### src/hw/rtl/hfbs_pkg.sv
`timescale 1ns / 1ps
package hfbs_pkg;

  localparam int unsigned CFG_W       = 13;
  localparam int unsigned POS_W       = 12;
  localparam int unsigned SUM_W       = 29;
  localparam int unsigned CNT_W       = 20;
  localparam int unsigned CH_W        = 8;
  localparam int unsigned Q8_W        = 18;
  localparam int unsigned OCNT_W      = 19;
  localparam int unsigned DVD_W       = 35;
  localparam int unsigned DVS_W       = 20;
  localparam int unsigned DIV_STEPS   = DVD_W;
  localparam int unsigned STEP_CNT_W  = $clog2(DIV_STEPS);
  localparam int unsigned PCT_W       = 15;
  localparam int unsigned PHASE_W     = 3;
  localparam int unsigned IDX_W       = 2;
  localparam int unsigned MEAN_W      = 10;
  localparam int unsigned THIRD_PROD_W = 2 * MEAN_W + 1;
  localparam int unsigned THIRD_SHIFT = 11;

  localparam logic [CFG_W-1:0] MAX_WIDTH    = 13'd4096;
  localparam logic [CFG_W-1:0] MAX_HEIGHT   = 13'd4096;
  localparam logic [CFG_W-1:0] MIN_WIDTH    = 13'd1;
  localparam logic [CFG_W-1:0] MIN_HEIGHT   = 13'd2;
  localparam logic [CFG_W-1:0] WIDTH_RST    = 13'd640;
  localparam logic [CFG_W-1:0] HEIGHT_RST   = 13'd480;
  localparam logic [PHASE_W-1:0] SAMPLE_LAST = 3'd4;
  localparam logic [CH_W-1:0]  BRIGHT_LEVEL = 8'd250;
  localparam logic [CH_W-1:0]  DARK_LEVEL   = 8'd25;
  localparam logic [PCT_W-1:0] PERCENT_Q8   = 15'd25600;
  localparam logic [DVS_W-1:0] PIXEL_BYTES  = 20'd3;
  localparam logic [MEAN_W:0]  THIRD_RECIP  = 11'd683;

  typedef enum logic [IDX_W-1:0] {
    CFG_WIDTH  = 2'd0,
    CFG_HEIGHT = 2'd1,
    CFG_UPPER  = 2'd2
  } cfg_idx_t;

  typedef enum logic [2:0] {
    ST_IDLE,
    ST_MEAN_GO,
    ST_MEAN_WAIT,
    ST_MUL,
    ST_PCT_GO,
    ST_PCT_WAIT
  } state_t;

  typedef struct packed {
    logic [CFG_W-1:0] width;
    logic [CFG_W-1:0] height;
    logic             upper;
  } geom_t;

  typedef struct packed {
    logic [SUM_W-1:0] sum;
    logic [CNT_W-1:0] count;
    logic [CNT_W-1:0] bright;
    logic [CNT_W-1:0] dark;
  } stats_t;

  typedef struct packed {
    logic             start;
    logic [DVD_W-1:0] dividend;
    logic [DVS_W-1:0] divisor;
  } div_req_t;

  typedef struct packed {
    logic             busy;
    logic             done;
    logic [DVD_W-1:0] quotient;
  } div_rsp_t;

endpackage

### src/hw/rtl/hfbs_if.sv
`timescale 1ns / 1ps
interface hfbs_pix_if;
  logic                      valid;
  logic                      ready;
  logic [hfbs_pkg::CH_W-1:0] red;
  logic [hfbs_pkg::CH_W-1:0] green;
  logic [hfbs_pkg::CH_W-1:0] blue;
  modport source (output valid, output red, output green, output blue, input ready);
  modport sink (input valid, input red, input green, input blue, output ready);
endinterface

interface hfbs_res_if;
  logic                               valid;
  logic                               ready;
  logic signed [hfbs_pkg::Q8_W-1:0]   brightness_q8;
  logic [hfbs_pkg::OCNT_W-1:0]        sample_count;
  modport source (output valid, output brightness_q8, output sample_count, input ready);
  modport sink (input valid, input brightness_q8, input sample_count, output ready);
endinterface

interface hfbs_cfg_if;
  logic                       valid;
  logic                       ready;
  logic [hfbs_pkg::IDX_W-1:0] index;
  logic [hfbs_pkg::CFG_W-1:0] data;
  modport source (output valid, output index, output data, input ready);
  modport sink (input valid, input index, input data, output ready);
endinterface

### src/hw/rtl/hfbs_div.sv
`timescale 1ns / 1ps
module hfbs_div (
  input  logic               clk,
  input  logic               rst,
  input  hfbs_pkg::div_req_t req,
  output hfbs_pkg::div_rsp_t rsp
);
  import hfbs_pkg::*;

  logic [DVD_W-1:0]      dvd;
  logic [DVS_W-1:0]      dvs;
  logic [DVS_W-1:0]      rem;
  logic [STEP_CNT_W-1:0] cnt;
  logic                  busy;
  logic                  done;

  logic [DVS_W:0]   shifted;
  logic [DVS_W:0]   trial;
  logic             qbit;

  // one quotient bit per cycle, restoring
  always_comb begin
    shifted = {rem, dvd[DVD_W-1]};
    trial   = shifted - {1'b0, dvs};
    qbit    = ~trial[DVS_W];
  end

  always_ff @(posedge clk) begin
    if (rst) begin
      busy <= 1'b0;
      done <= 1'b0;
      cnt  <= '0;
    end else begin
      done <= 1'b0;
      if (req.start) begin
        busy <= 1'b1;
        cnt  <= STEP_CNT_W'(DIV_STEPS - 1);
      end else if (busy) begin
        if (cnt == '0) begin
          busy <= 1'b0;
          done <= 1'b1;
        end else begin
          cnt <= cnt - 1'b1;
        end
      end
    end
  end

  always_ff @(posedge clk) begin
    if (req.start) begin
      dvd <= req.dividend;
      dvs <= req.divisor;
      rem <= '0;
    end else if (busy) begin
      rem <= qbit ? trial[DVS_W-1:0] : shifted[DVS_W-1:0];
      dvd <= {dvd[DVD_W-2:0], qbit};
    end
  end

  assign rsp.busy     = busy;
  assign rsp.done     = done;
  assign rsp.quotient = dvd;

endmodule

### src/hw/rtl/hfbs_acc.sv
`timescale 1ns / 1ps
module hfbs_acc (
  input  logic                      clk,
  input  logic                      rst,
  input  hfbs_pkg::geom_t           geom,
  input  logic                      take,
  input  logic                      clear,
  input  logic [hfbs_pkg::CH_W-1:0] red,
  input  logic [hfbs_pkg::CH_W-1:0] green,
  input  logic [hfbs_pkg::CH_W-1:0] blue,
  output logic                      frame_end,
  output hfbs_pkg::stats_t          stats
);
  import hfbs_pkg::*;

  function automatic logic [PHASE_W-1:0] mod5(input logic [POS_W-1:0] v);
    logic [5:0] s;
    logic [4:0] t;
    s = 6'(v[3:0]) + 6'(v[7:4]) + 6'(v[11:8]);
    t = 5'(s[5:4]) + 5'(s[3:0]);
    if (t >= 5'd15) begin
      t = t - 5'd15;
    end else if (t >= 5'd10) begin
      t = t - 5'd10;
    end else if (t >= 5'd5) begin
      t = t - 5'd5;
    end
    return t[PHASE_W-1:0];
  endfunction

  logic [POS_W-1:0]   column_pos;
  logic [POS_W-1:0]   row_pos;
  logic [PHASE_W-1:0] col_phase;
  logic [PHASE_W-1:0] row_phase;
  stats_t             acc;

  logic [CFG_W-1:0]   half;
  logic [CFG_W-1:0]   first;
  logic [CFG_W-1:0]   last_row;
  logic [PHASE_W-1:0] first_phase;
  logic               row_end;
  logic               sampled;
  logic               is_bright;
  logic               is_dark;

  always_comb begin
    half        = geom.height >> 1;
    first       = geom.upper ? '0 : half;
    last_row    = first + half;
    first_phase = geom.upper ? '0 : mod5(half[POS_W-1:0]);
    row_end     = {1'b0, column_pos} >= geom.width - 1'b1;
    frame_end   = row_end && ({1'b0, row_pos} >= geom.height - 1'b1);
    sampled     = ({1'b0, row_pos} >= first) && ({1'b0, row_pos} < last_row) &&
                  (row_phase == first_phase) && ({1'b0, column_pos} < geom.width) &&
                  (col_phase == '0);
    is_bright   = (red >= BRIGHT_LEVEL) && (green >= BRIGHT_LEVEL) &&
                  (blue >= BRIGHT_LEVEL);
    is_dark     = (red <= DARK_LEVEL) && (green <= DARK_LEVEL) && (blue <= DARK_LEVEL);
  end

  always_ff @(posedge clk) begin
    if (rst) begin
      column_pos <= '0;
      row_pos    <= '0;
      col_phase  <= '0;
      row_phase  <= '0;
      acc        <= '0;
    end else if (clear) begin
      acc <= '0;
    end else if (take) begin
      if (sampled) begin
        acc.sum   <= acc.sum + SUM_W'(red) + SUM_W'(green) + SUM_W'(blue);
        acc.count <= acc.count + 1'b1;
        if (is_bright) begin
          acc.bright <= acc.bright + 1'b1;
        end
        if (is_dark) begin
          acc.dark <= acc.dark + 1'b1;
        end
      end
      if (frame_end) begin
        column_pos <= '0;
        row_pos    <= '0;
        col_phase  <= '0;
        row_phase  <= '0;
      end else if (row_end) begin
        column_pos <= '0;
        col_phase  <= '0;
        row_pos    <= row_pos + 1'b1;
        row_phase  <= (row_phase == SAMPLE_LAST) ? '0 : row_phase + 1'b1;
      end else begin
        column_pos <= column_pos + 1'b1;
        col_phase  <= (col_phase == SAMPLE_LAST) ? '0 : col_phase + 1'b1;
      end
    end
  end

  assign stats = acc;

endmodule

### src/hw/rtl/half_frame_brightness_stats_top.sv
`timescale 1ns / 1ps
// pixels are taken one per cycle while ready is high; each updates the position and
// accumulators at once; the last pixel of a frame starts the result sequence: sum/count
// on the shared divider, a multiply step, then the percentage divide; pixel ready is low
// while the sequence runs; the result beat follows the percentage divide, or the first
// step for a frame with no samples; the next frame may start while it waits
// synchronous active-high reset clears position, accumulators, sequencer; 640x480, upper half
module half_frame_brightness_stats_top (
  input  logic clk,
  input  logic rst,
  hfbs_pix_if.sink   pix,
  hfbs_res_if.source res,
  hfbs_cfg_if.sink   cfg
);
  import hfbs_pkg::*;

  logic [CFG_W-1:0] width_reg;
  logic [CFG_W-1:0] height_reg;
  logic             upper_reg;
  geom_t            geom;

  state_t state;
  state_t state_next;

  div_req_t div_req;
  div_rsp_t div_rsp;
  stats_t   stats;
  logic     frame_end;
  logic     take;
  logic     acc_clear;
  logic     out_load;
  logic     zero_result;

  logic [THIRD_PROD_W-1:0] third_prod;
  logic [CH_W-1:0]       mean;
  logic                  diff_neg;
  logic [DVD_W-1:0]      product;
  logic                  out_valid;
  logic signed [Q8_W-1:0] out_q8;
  logic [OCNT_W-1:0]     out_count;

  logic signed [CNT_W:0]  diff;
  logic [CNT_W-1:0]       diff_abs;
  logic signed [Q8_W-1:0] pct;
  logic signed [Q8_W-1:0] result;

  // configuration
  assign cfg.ready = 1'b1;

  always_ff @(posedge clk) begin
    if (rst) begin
      width_reg  <= WIDTH_RST;
      height_reg <= HEIGHT_RST;
      upper_reg  <= 1'b1;
    end else if (cfg.valid) begin
      case (cfg.index)
        CFG_WIDTH:  width_reg  <= cfg.data;
        CFG_HEIGHT: height_reg <= cfg.data;
        CFG_UPPER:  upper_reg  <= cfg.data[0];
        default: ;
      endcase
    end
  end

  always_comb begin
    geom.width  = (width_reg < MIN_WIDTH) ? MIN_WIDTH :
                  (width_reg > MAX_WIDTH) ? MAX_WIDTH : width_reg;
    geom.height = (height_reg < MIN_HEIGHT) ? MIN_HEIGHT :
                  (height_reg > MAX_HEIGHT) ? MAX_HEIGHT : height_reg;
    geom.upper  = upper_reg;
  end

  assign take = pix.valid && pix.ready;

  hfbs_acc u_acc (
    .clk       (clk),
    .rst       (rst),
    .geom      (geom),
    .take      (take),
    .clear     (acc_clear),
    .red       (pix.red),
    .green     (pix.green),
    .blue      (pix.blue),
    .frame_end (frame_end),
    .stats     (stats)
  );

  hfbs_div u_div (
    .clk (clk),
    .rst (rst),
    .req (div_req),
    .rsp (div_rsp)
  );

  // sequencer
  always_ff @(posedge clk) begin
    if (rst) begin
      state <= ST_IDLE;
    end else begin
      state <= state_next;
    end
  end

  always_comb begin
    state_next = state;
    case (state)
      ST_IDLE:       if (take && frame_end) state_next = ST_MEAN_GO;
      ST_MEAN_GO:    state_next = (stats.count == '0) ? ST_IDLE : ST_MEAN_WAIT;
      ST_MEAN_WAIT:  if (div_rsp.done) state_next = ST_MUL;
      ST_MUL:        state_next = ST_PCT_GO;
      ST_PCT_GO:     state_next = ST_PCT_WAIT;
      ST_PCT_WAIT:   if (div_rsp.done) state_next = ST_IDLE;
      default:       state_next = ST_IDLE;
    endcase
  end

  always_comb begin
    pix.ready        = 1'b0;
    div_req.start    = 1'b0;
    div_req.dividend = DVD_W'(stats.sum);
    div_req.divisor  = stats.count;
    acc_clear        = 1'b0;
    out_load         = 1'b0;
    zero_result      = 1'b0;
    case (state)
      ST_IDLE: begin
        pix.ready = !(frame_end && out_valid);
      end
      ST_MEAN_GO: begin
        if (stats.count == '0) begin
          out_load    = 1'b1;
          zero_result = 1'b1;
          acc_clear   = 1'b1;
        end else begin
          div_req.start = 1'b1;
        end
      end
      ST_PCT_GO: begin
        div_req.start    = 1'b1;
        div_req.dividend = product;
      end
      ST_PCT_WAIT: begin
        if (div_rsp.done) begin
          out_load  = 1'b1;
          acc_clear = 1'b1;
        end
      end
      default: ;
    endcase
  end

  // datapath around the divider
  always_comb begin
    // floor(x/3) by reciprocal, exact for x below 2048
    third_prod = THIRD_PROD_W'(div_rsp.quotient[MEAN_W-1:0]) * THIRD_PROD_W'(THIRD_RECIP);
    diff     = $signed({1'b0, stats.bright}) - $signed({1'b0, stats.dark});
    diff_abs = diff[CNT_W] ? CNT_W'(-diff) : diff[CNT_W-1:0];
    pct      = $signed({3'b0, div_rsp.quotient[PCT_W-1:0]});
    result   = $signed({2'b0, mean, 8'b0}) + (diff_neg ? -pct : pct);
  end

  always_ff @(posedge clk) begin
    if (state == ST_MEAN_WAIT && div_rsp.done) begin
      mean <= third_prod[THIRD_SHIFT +: CH_W];
    end
    if (state == ST_MUL) begin
      product  <= DVD_W'(diff_abs) * DVD_W'(PERCENT_Q8);
      diff_neg <= diff[CNT_W];
    end
  end

  // result register
  always_ff @(posedge clk) begin
    if (rst) begin
      out_valid <= 1'b0;
    end else if (out_load) begin
      out_valid <= 1'b1;
    end else if (res.ready) begin
      out_valid <= 1'b0;
    end
  end

  always_ff @(posedge clk) begin
    if (out_load) begin
      out_q8    <= zero_result ? '0 : result;
      out_count <= stats.count[OCNT_W-1:0];
    end
  end

  assign res.valid         = out_valid;
  assign res.brightness_q8 = out_q8;
  assign res.sample_count  = out_count;

`ifndef SYNTHESIS
  a_no_pixel_in_sequence: assert property (@(posedge clk) disable iff (rst)
    state != ST_IDLE |-> !pix.ready)
    else $error("pixel ready during result sequence");

  a_div_start_idle: assert property (@(posedge clk) disable iff (rst)
    div_req.start |-> !div_rsp.busy)
    else $error("divider started while busy");

  a_load_slot_free: assert property (@(posedge clk) disable iff (rst)
    out_load |-> !out_valid)
    else $error("result overwritten before taken");

  a_result_source: assert property (@(posedge clk) disable iff (rst)
    $rose(out_valid) |-> ($past(state) == ST_PCT_WAIT || $past(state) == ST_MEAN_GO))
    else $error("result beat from wrong sequencer state");
`endif

endmodule
### src/flat_wrapper.sv
// flat-port wrapper written by rule: the top's interface ports become plain ports
module half_frame_brightness_stats_top_flat import hfbs_pkg::*;
  (clk, rst, pix_valid, pix_red, pix_green, pix_blue, pix_ready, res_valid, res_brightness_q8, res_sample_count, res_ready, cfg_valid, cfg_index, cfg_data, cfg_ready);
  hfbs_pix_if pix_i ();
  hfbs_res_if res_i ();
  hfbs_cfg_if cfg_i ();
  input  logic clk;
  input  logic rst;
  input wire logic [$bits(pix_i.valid)-1:0] pix_valid;
  input wire logic [$bits(pix_i.red)-1:0] pix_red;
  input wire logic [$bits(pix_i.green)-1:0] pix_green;
  input wire logic [$bits(pix_i.blue)-1:0] pix_blue;
  output wire logic [$bits(pix_i.ready)-1:0] pix_ready;
  output wire logic [$bits(res_i.valid)-1:0] res_valid;
  output wire logic [$bits(res_i.brightness_q8)-1:0] res_brightness_q8;
  output wire logic [$bits(res_i.sample_count)-1:0] res_sample_count;
  input wire logic [$bits(res_i.ready)-1:0] res_ready;
  input wire logic [$bits(cfg_i.valid)-1:0] cfg_valid;
  input wire logic [$bits(cfg_i.index)-1:0] cfg_index;
  input wire logic [$bits(cfg_i.data)-1:0] cfg_data;
  output wire logic [$bits(cfg_i.ready)-1:0] cfg_ready;
  assign pix_i.valid = pix_valid;
  assign pix_i.red = pix_red;
  assign pix_i.green = pix_green;
  assign pix_i.blue = pix_blue;
  assign pix_ready = pix_i.ready;
  assign res_valid = res_i.valid;
  assign res_brightness_q8 = res_i.brightness_q8;
  assign res_sample_count = res_i.sample_count;
  assign res_i.ready = res_ready;
  assign cfg_i.valid = cfg_valid;
  assign cfg_i.index = cfg_index;
  assign cfg_i.data = cfg_data;
  assign cfg_ready = cfg_i.ready;
  half_frame_brightness_stats_top u_core (.clk(clk), .rst(rst), .pix(pix_i), .res(res_i), .cfg(cfg_i));
endmodule
### config.mk
export PLATFORM = sky130hd
export DESIGN_NAME = half_frame_brightness_stats_top_flat
export DESIGN_NICKNAME = d
export VERILOG_FILES = /design/src/hw/rtl/hfbs_pkg.sv /design/src/hw/rtl/hfbs_if.sv /design/src/hw/rtl/hfbs_div.sv /design/src/hw/rtl/hfbs_acc.sv /design/src/hw/rtl/half_frame_brightness_stats_top.sv /design/src/flat_wrapper.sv
export SDC_FILE = /design/constraint.sdc
export NUM_CORES = 1
export LEC_CHECK = 0
export BUFFER_PORTS_ARGS = -buffer_cell sky130_fd_sc_hd__buf_2
export CORE_AREA = 2 2 230 232
export DETAILED_ROUTE_END_ITERATION = 8
export DIE_AREA = 0 0 232 234
export GPL_TIMING_DRIVEN = 1
export SETUP_SLACK_MARGIN = 0.1
export SKIP_CTS_REPAIR_TIMING = 1
export SLEW_MARGIN = 10
export SYNTH_ARGS = -nofsm -noshare
export SYNTH_HDL_FRONTEND = slang
export SYNTH_HIERARCHICAL = 1
export SYNTH_SLANG_ARGS = --single-unit
### constraint.sdc
create_clock -name clk -period 15 [get_ports clk]
set_input_delay 0.75 -clock clk [delete_from_list [all_inputs] [get_ports clk]]
set_output_delay 0.75 -clock clk [all_outputs]
set_load 0.1 [all_outputs]
* Word level (Yosys, flattened, before mapping) *
Index checks and enable logic that the tools add are counted.

storage, ports and cells
  flip-flop bits (word level) = 304
  memories = 0
  logic and storage cells = 170
  bits of input ports = 44
  output and inout bits = 40
  memory bits (read-only) = 0
  memory bits (writable) = 0
  bits in latches = 0

operators by class
  order comparisons = 18
  add/sub/neg operators = 25
  muxes and demuxes = 46
  equality and inequality tests = 14
  $mul = 2
  divide/modulo/power cells = 0
  shifts and indexed selects = 0
  bitwise gates (word level) = 4
  reduce and logical (&&, ||, !) cells = 36

operator list
  operator                number
  $mux 35                 3
  $add 29x8->29           3
  $add 20x1->20 const B   3
  $mux 12                 5
  $mux 13                 4
  $mux 20                 2
  $mux 3                  13
  $ge 12x13->1            2
  $gt 13x13->1 const B    2
  $lt 12x13->1            2
  $sub 13x1->13 const B   2
  $mul 20x5->25 const B   1
  $add 12x1->12 const B   2
  $ge 8x8->1 const B      3
  $le 8x5->1 const B      3
  $sub 20x20->21          1
  $sub 21x20->21          1
  $logic_not 20->1        1
  $neg 20->20             1
  $mul 10x10->19 const B  1
  $add 17x18->18          1
  $mux 18                 1
  $mux 6                  3
  $neg 15->18             1
  other kinds (36)        84

* Depth between registers and ports, before layout *
Gate-level depths: netlist of the first run.

  depth after elaboration = 16
  gate-level depth with buffers = 29
  mapped depth without buffers = 27

* By module *
The synthesis of the first run kept the hierarchy.

modules (own cells, without submodules)
  module                           cells an instance  sequential area each (µm²)  times used  area each (µm²)
  half_frame_brightness_stats_top  1026               2752.6                      1           9663.0
  hfbs_acc                         1082               2382.3                      1           8938.6
  hfbs_div                         422                2212.1                      1           4513.1

* Least setup slack after synthesis of the first run *
No wires, ideal clock.

  path type = register to register
  from = register u_core.width_reg[12]
  to = register u_core.u_acc.row_phase[2]
  stages on the path, launching flop included = 24
  setup time = 74 ps
  data required time = 14926 ps
  data arrival time = 10313 ps
  slack = 4612 ps
  clock period less this slack = 10388 ps
  buffers on the path = 3
  cells stage by stage = dfxtp_1 -> clkbuf_1 -> nor2_1 -> inv_1 -> ha_1 -> nand3_1 -> nor3_1 -> nand2_1 -> nor4_1 -> xnor2_1 -> ha_1 -> a2111oi_0 -> nand3_1 -> a31oi_1 -> nor4_1 -> a2111oi_0 -> and2_1 -> nor2b_1 -> clkbuf_1 -> nand3_1 -> or2_2 -> buf_1 -> or4b_2 -> a31oi_1

RTL lines
  element                   RTL line                               RTL
  start: declaration        half_frame_brightness_stats_top.sv:17  logic [CFG_W-1:0] width_reg;
  start signal: assignment  half_frame_brightness_stats_top.sv:57  CFG_WIDTH: width_reg <= cfg.data;
  end signal: assignment    hfbs_acc.sv:90                         row_phase <= (row_phase == SAMPLE_LAST) ? '0 : row_phase + 1'b1;
  end: declaration          hfbs_acc.sv:34                         logic [PHASE_W-1:0] row_phase;

==> flow_summary.yaml, run 1 <==
sta:
  slew-limit-headroom: 0.195
  hold_viol_final: 0
  setup_viol: 0
  finalMaxSlewViolations: 0
  period_share: 0.509
  finClkSkew_ns: 0.0214
  fmax_mhz: 131
  worstMarginPinSlew_ns: 1.21
  min_period_ns: 7.63
  fin_setup_tns_ns: 0
  rsz0062_at_grt: "false"
die:
  fp.dieH_um: 234
  fp.dieW_um: 232
  ios: 84
  start_util: 0.444
  core_um2: 52000
  rows: 84
  die_area_um2: 54300
min_path:
  hold_depth: 3
  whs_endpoint: "u_core/width_reg[10]"
  min_from: "cfg_data[10]"
  hp-class: "primary input to flip-flop"
synth:
  synth_fp_nets: 2900
  synth_area_per_cell_um2: 9.14
  syn_area_um2: 23100
  syn_inst: 2529
  ys_warn_count: 6
worst_setup_path:
  r2r-start: "u_core/width_reg[12]"
  cp_cell_sequence: "nor2_1, inv_1, ha_1, nand3_1, nor3_1, nand2_1, nor4_1, xnor2_1, ha_1, a2111oi_0, nand3_1, a31oi_1, nor4_1, buf_4, a2111oi_0, and2_1, nand2_1, nor2_1, o21ai_0, a221oi_1, and3_1, nand4_1, or4_1, a21oi_1"
  arrival_ns: 8.10
  end_kind: "flip-flop"
  worst_r2r_path_depth: 24
  path_delay_family: "simple AND/OR/NAND/NOR gates"
  r2r-end: "u_core/u_acc/stats[30]"
  critPathMaxStageDelay_ns: 0.77
  critPathMaxFanout: 17
  worstPathRequired_ns: 15.47
  worst_path_max_delay_cell: "a31oi_1"
  path_class: "flip-flop to flip-flop"
  r2r_setup_slack_ns: 7.37
  path_buf_inv: 2
  cp-start-kind: "flip-flop"
placed_design:
  hpwlAfterDp_um: 40800
  dp_cells: 3222
  port-buffer-count: 82
  gp_congestion: 0.879
drt:
  drcViolationCount: 0
  vias_per_cell: 5.61
  firstDrtPassIters: 5
  drt_iter0_drc: 1174
  detail-route-antenna-nets: 0
  dr_total_vias: 18500
  routed_wirelength_um: 54600
  wl_per_cell_um: 16.6
final_layout:
  fillCellCount: 4870
  areaGrowthSynthToFinish_pct: 9.77
  stdcell_count: 3290
  largest_reg_flops: 89
  nets: 2944
  layout-drive-gt1-share: 0.0984
power:
  power.density_nw_per_um2: 93.3
  p_leak_nw: 10.6
  ir_drop_v: 0.0000719
grt:
  grt_max_degree: 78
  antenna_found_initial: 1
  grt_use_total: 0.203
  grt_overflow: 0
  grt_first_pass_wirelength_um: 90500
  grt_pass1_vias: 17900
clock_network:
  cts.sinks: 304
  path_clk_slew_ns: 0.06
  clockBufferDepth: 3
  cts_root_buf: "clkbuf_16"
  cts-buffers-inserted: 37
  clk_latency_ns: 0.55
  cts_tree: "done"
  htreeDepth: 2
outcome:
  status: "complete, no violations"
job:
  drv_cap: 0
==> cell type report <==
| type | count | area [um2] | area share |
|---|---|---|---|
| Timing Repair Buffer | 97 | 523 | 0.0206 |
| Tap cell | 688 | 861 | 0.0339 |
| Inverter | 227 | 852 | 0.0336 |
| Multi-Input combinational cell | 1906 | 14600 | 0.575 |
| Clock inverter | 17 | 140 | 0.00552 |
| Antenna cell | 1 | 2.50 | 0.0000987 |
| Clock buffer | 50 | 1060 | 0.0417 |
| Sequential cell | 304 | 7350 | 0.290 |
==> placed cells by master, fill, tap and decap left out, types with 24 or more instances in the layout <==
master / n
ha_1: 266
inv_1: 226
nand2_1: 205
a21oi_1: 186
dfxtp_1: 178
edfxtp_1: 126
nor2_1: 120
xnor2_1: 107
o21ai_0: 97
buf_2: 82
nand3_1: 69
nor3_1: 61
fa_1: 61
mux2_2: 53
xor2_1: 52
a21o_1: 51
nor2b_1: 49
or4_1: 43
o31ai_1: 41
clkbuf_16: 40
nand4_1: 34
or3_1: 31
nand2b_1: 31
and3_1: 28
and2_1: 24
nor4_1: 24
==> report_power, final <==
part | total (W) | switching, W | internal (W)
clock | 0.000888 | 0.000359 | 0.000530
sequential | 0.000923 | 0.0000335 | 0.000890
combinational | 0.000555 | 0.000325 | 0.000231
total | 0.00237 | 0.000717 | 0.00165
==> how the worst max path moves through the flow <==
stage                               startpoint                         to  slack, ns  cells after the start
after global routing      u_core/width_reg[12]     u_core/u_acc/stats[30]       6.78                     24
final                     u_core/width_reg[12]     u_core/u_acc/stats[30]       7.37                     24
after detailed placement  u_core/width_reg[12]     u_core/u_acc/stats[30]       7.46                     24
after global placement    u_core/width_reg[12]     u_core/u_acc/stats[11]       7.82                     24
after floorplan           u_core/width_reg[12]  u_core/u_acc/row_phase[2]       4.61                     23
after CTS                 u_core/width_reg[12]     u_core/u_acc/stats[30]       7.47                     24
==> through the flow <==
step	power [W]	hold WS, ns	area, um2	setup WS (ns)	utilization
floorplan	0.00137	0.436	23100	4.61	-
global placement	0.00147	0.456	24200	7.82	0.464
detailed placement	0.00148	0.459	24200	7.46	0.464
CTS	0.00239	0.425	25400	7.47	0.487
global route	0.00250	0.446	25400	6.78	0.488
finish	0.00237	0.461	25400	7.37	0.488
==> per-layer routing <==
| layer | global-route usage | part of all wire | vias up | routed length [um] |
|---|---|---|---|---|
| met5 | 0 | 0 | - | 0 |
| met4 | 0.0569 | 0.022 | 0 | 1180 |
| met3 | 0.0303 | 0.039 | 68 | 2120 |
| met2 | 0.344 | 0.47 | 313 | 25600 |
| met1 | 0.269 | 0.47 | 8899 | 25700 |
| li1 | - | - | 9188 | - |
==> worst min-delay path: cells and delay by family <==
family | cells | cell delay [ns]
compound gates | 1 | 0.05
buf+inv | 1 | 0.11
simple gates | 1 | 0.05
Note: power is estimated with default switching activity, not from simulation.
==> run 2: changes to the inputs <==
- clock period: 15 -> 6.68 ns (I/O delays scaled with it)
==> flow_summary.yaml, run 2 (synthesis results as in run 1) <==
worst_setup_path:
  arrival_ns: 6.57
  cp-start-kind: "flip-flop"
  path_class: "flip-flop to flip-flop"
  worstPathRequired_ns: 6.97
  critPathMaxFanout: 11
  end_kind: "flip-flop"
sta:
  min_period_ns: 6.28
  finClkSkew_ns: 0.0192
  setup_viol: 0
  timing.final.ws_setup_ns: 0.400
  slew-limit-headroom: 0.315
  period_share: 0.940
  fmax_mhz: 159
  hold_viol_final: 0
  worstMarginPinSlew_ns: 1.02
  rsz0062_at_grt: "true"
  finalMaxSlewViolations: 0
die:
  fp.dieH_um: 234
  fp.dieW_um: 232
  core_um2: 52000
  start_util: 0.444
  rows: 84
  ios: 84
  die_area_um2: 54300
power:
  power.internal_w: 0.00377
  ir_drop_v: 0.000167
  pwr-share-seq: 0.385
  switching_share: 0.300
  switchingPower_w: 0.00161
  clkPwrFrac: 0.377
  p_leak_nw: 10.9
  comb_power_share: 0.238
  power.density_nw_per_um2: 208
min_path:
  hp-class: "primary input to flip-flop"
clock_network:
  path_clk_slew_ns: 0.06
  cts_root_buf: "clkbuf_16"
  clockBufferDepth: 3
  cts.sinks: 304
  htreeDepth: 2
  cts-buffers-inserted: 37
  cts_tree: "done"
  clk_latency_ns: 0.55
drt:
  firstDrtPassIters: 7
  detail-route-antenna-nets: 0
  drcViolationCount: 0
  drt_iter0_drc: 1037
  wl_per_cell_um: 16.3
  dr_total_vias: 18600
  routed_wirelength_um: 54300
  vias_per_cell: 5.59
grt:
  grt_overflow: 0
  grt_pass1_vias: 18100
  grt_max_degree: 62
  grt_first_pass_wirelength_um: 89800
  grt_use_total: 0.200
  antenna_found_initial: 3
outcome:
  status: "complete, no violations"
placed_design:
  placed_area_um2: 24400
  pre_cts_ws_ns: 0.0449
  hpwlAfterDp_um: 41000
  port-buffer-count: 82
  gp_congestion: 0.891
final_layout:
  fin_area_um2: 25800
  mostFrequentLayoutCells: "ha_1 (266), inv_1 (226), nand2_1 (205)"
  layout_commonest_cell: "ha_1"
  areaGrowthSynthToFinish_pct: 11.8
  largest_reg_flops: 89
  layout-drive-gt1-share: 0.122
  nets: 2976
job:
  drv_cap: 0
[run 2: area by class of cell]
type,instances,area [um2]
clock inverters,17,176
flip-flops and latches,304,7350
inverters,227,852
clock buffers,51,1050
well taps,688,861
fillers,4940,26200
repair buffers,129,801
multi-input cells,1906,14800
diodes,2,5.00
[run 2: critical path: stages, from the launching register on]
cell	delay, ns
dfxtp_1	0.40
inv_1	0.08
ha_1	0.44
and3_1	0.26
o21ai_1	0.21
mux2i_1	0.23
nand2_1	0.13
or3_1	0.41
or4_4	0.56
or4_4	0.56
nand2_1	0.13
xnor2_1	0.17
ha_1	0.28
ha_1	0.30
ha_1	0.30
ha_1	0.36
a21o_1	0.19
a21oi_1	0.31
nand2_1	0.13
a41oi_2	0.20
o21bai_1	0.10
a21oi_1	0.18
xnor2_1	0.09
[run 2: final timing paths]
check	slack, ns	from	cells after the start	end
worst min register to register	0.47	u_core/width_reg[2]	2	u_core/width_reg[2]
worst max-delay path	0.40	u_core/u_acc/stats[5]	22	u_core/product[34]
worst min-delay path	0.05	cfg_data[8]	3	u_core/height_reg[8]
worst max register to register	0.40	u_core/u_acc/stats[5]	22	u_core/product[34]
[run 2: power by group through the flow]
stage	registers, W	clock network, W	logic (W)
2_1_floorplan	0.00209	0	0.000985
3_5_place_dp	0.00211	0	0.00124
6_report	0.00207	0.00203	0.00128
4_1_cts	0.00207	0.00209	0.00125
3_3_place_gp	0.00211	0	0.00122
5_1_grt	0.00208	0.00215	0.00143
[run 2: routing by layer]
metal	track usage	share of wire	vias up
met4	0.0703	0.026	0
li1	-	-	9260
met1	0.267	0.48	8900
met3	0.0238	0.034	81
met5	0	0	-
met2	0.335	0.46	334
[run 2: per-stage QoR]
step                 util  power (W)  hold slack (ns)  TNS (ns)  cells
floorplan               -    0.00307            0.435         0   2529
global placement    0.470    0.00333            0.454         0   3252
detailed placement  0.470    0.00335            0.463         0   3252
CTS                 0.494    0.00541           0.0119  -0.00156   3320
global route        0.497    0.00567           0.0531         0   3324
finish              0.497    0.00538           0.0492         0   3324
==> run 3: changes to the inputs <==
- ABC_AREA: default -> 1
- CORE_AREA: 2 2 230 232 -> 2 2 243 245
- DIE_AREA: 0 0 232 234 -> 0 0 245 247
==> flow_summary.yaml, run 3 <==
clock_network:
  clk_latency_ns: 0.57
  cts.sinks: 304
  path_clk_slew_ns: 0.06
  htreeDepth: 2
  clockBufferDepth: 3
  cts_root_buf: "clkbuf_16"
  cts_tree: "done"
  cts-buffers-inserted: 39
sta:
  worstMarginPinSlew_ns: 1.03
  hold_viol_final: 0
  slew-limit-headroom: 0.308
  finalMaxSlewViolations: 0
  fin_setup_tns_ns: 0
  fmax_mhz: 169
  timing.final.ws_setup_ns: 0.761
  setup_viol: 0
  rsz0062_at_grt: "false"
  finClkSkew_ns: 0.0286
  period_share: 0.886
  min_period_ns: 5.92
synth:
  synth_fp_nets: 3943
  synth_area_per_cell_um2: 7.21
  syn_area_um2: 25700
  syn_inst: 3572
  ys_warn_count: 6
die:
  fp.dieH_um: 247
  start_util: 0.442
  die_area_um2: 60500
  ios: 84
  rows: 89
  fp.dieW_um: 245
  core_um2: 58200
worst_setup_path:
  arrival_ns: 6.35
  critPathMaxFanout: 52
  path_class: "flip-flop to flip-flop"
  startpoint: "u_core/height_reg[7]"
  worst_path_max_delay_cell: "fa_1"
  worst_r2r_path_depth: 33
  r2r-start: "u_core/height_reg[7]"
  cp_common_cell: "nand2_1"
  r2r-end: "u_core/u_acc/stats[62]"
  end_kind: "flip-flop"
  worstPathRequired_ns: 7.11
  critPathMaxStageDelay_ns: 0.69
  r2r_setup_slack_ns: 0.76
  cp-start-kind: "flip-flop"
  path_delay_family: "simple AND/OR/NAND/NOR gates"
  path_buf_inv: 5
min_path:
  whs_endpoint: "u_core/width_reg[7]"
  hold_depth: 3
  min_from: "cfg_data[7]"
  hp-class: "primary input to flip-flop"
placed_design:
  dp_cells: 4370
  pre_cts_ws_ns: 0.639
  gp_congestion: 0.893
  port-buffer-count: 82
  placed_area_um2: 27000
  hpwlAfterDp_um: 51400
drt:
  firstDrtPassIters: 5
  drt_iter0_drc: 1392
  wl_per_cell_um: 14.9
  drcViolationCount: 0
  routed_wirelength_um: 66200
  detail-route-antenna-nets: 0
  dr_total_vias: 22500
  vias_per_cell: 5.04
final_layout:
  fin_area_um2: 28200
  layout_commonest_cell: "nand2_1"
  layout-drive-gt1-share: 0.0714
  fillCellCount: 5881
  mostFrequentLayoutCells: "nand2_1 (926), inv_1 (538), ha_1 (266)"
  areaGrowthSynthToFinish_pct: 9.70
  stdcell_count: 4456
  nets: 4009
  largest_reg_flops: 89
power:
  p_leak_nw: 13.6
  switchingPower_w: 0.00163
  pwr-share-seq: 0.386
  comb_power_share: 0.214
  power.density_nw_per_um2: 184
  switching_share: 0.314
  power.internal_w: 0.00357
  ir_drop_v: 0.000181
  clkPwrFrac: 0.400
grt:
  grt_pass1_vias: 21900
  grt_first_pass_wirelength_um: 110000
  grt_max_degree: 87
  grt_use_total: 0.222
  antenna_found_initial: 9
  grt_overflow: 0
outcome:
  status: "complete, no violations"
job:
  drv_cap: 0
[run 3: worst max path at each step]
stage,to,slack (ns),depth (start not counted)
6_report,u_core/u_acc/stats[62],0.76,33
5_1_grt,u_core/u_acc/stats[19],0.24,33
4_1_cts,u_core/product[27],0.62,29
3_5_place_dp,u_core/product[27],0.64,29
3_3_place_gp,u_core/product[27],0.66,29
2_1_floorplan,u_core/u_acc/column_pos[11],0.54,36
[run 3: worst register-to-register path, delay by kind of cell, from the launching register on]
family	cells	cell delay, ns
buffers and inverters	5	0.80
AOI/OAI and AO/OA	4	0.44
DFF	1	0.31
and+or+nand+nor	19	2.13
adders and majority gates	5	2.11
[run 3: final cells by class]
type / instances / area [um2] / share of cell area
Antenna cell: 14 / 35.0 / 0.00124
Clock buffer: 50 / 1050 / 0.0371
Clock inverter: 22 / 203 / 0.00718
Inverter: 556 / 2090 / 0.0739
Multi-Input combinational cell: 2632 / 15900 / 0.564
Sequential cell: 304 / 7350 / 0.260
Tap cell: 773 / 967 / 0.0342
Timing Repair Buffer: 105 / 633 / 0.0224
[run 3: per-layer routing]
metal  share of wire  global-route usage
met1            0.48               0.299
met4           0.022              0.0662
met2            0.46               0.377
met3           0.031              0.0199
met5               0                   0
[run 3: power groups by stage]
stage / registers, W / logic (W) / clock network, W
final: 0.00201 / 0.00111 / 0.00208
after floorplan: 0.00203 / 0.000855 / 0
after detailed placement: 0.00205 / 0.00111 / 0
after CTS: 0.00201 / 0.00112 / 0.00213
after global routing: 0.00201 / 0.00128 / 0.00220
after global placement: 0.00205 / 0.00111 / 0
[run 3: stage by stage]
step                      utilization  power (W)  hold slack (ns)
after floorplan                     -    0.00288            0.403
after global placement          0.463    0.00316            0.460
after detailed placement        0.463    0.00316            0.458
after CTS                       0.484    0.00526         -0.00250
after global routing            0.485    0.00550           0.0276
final                           0.485    0.00521           0.0266
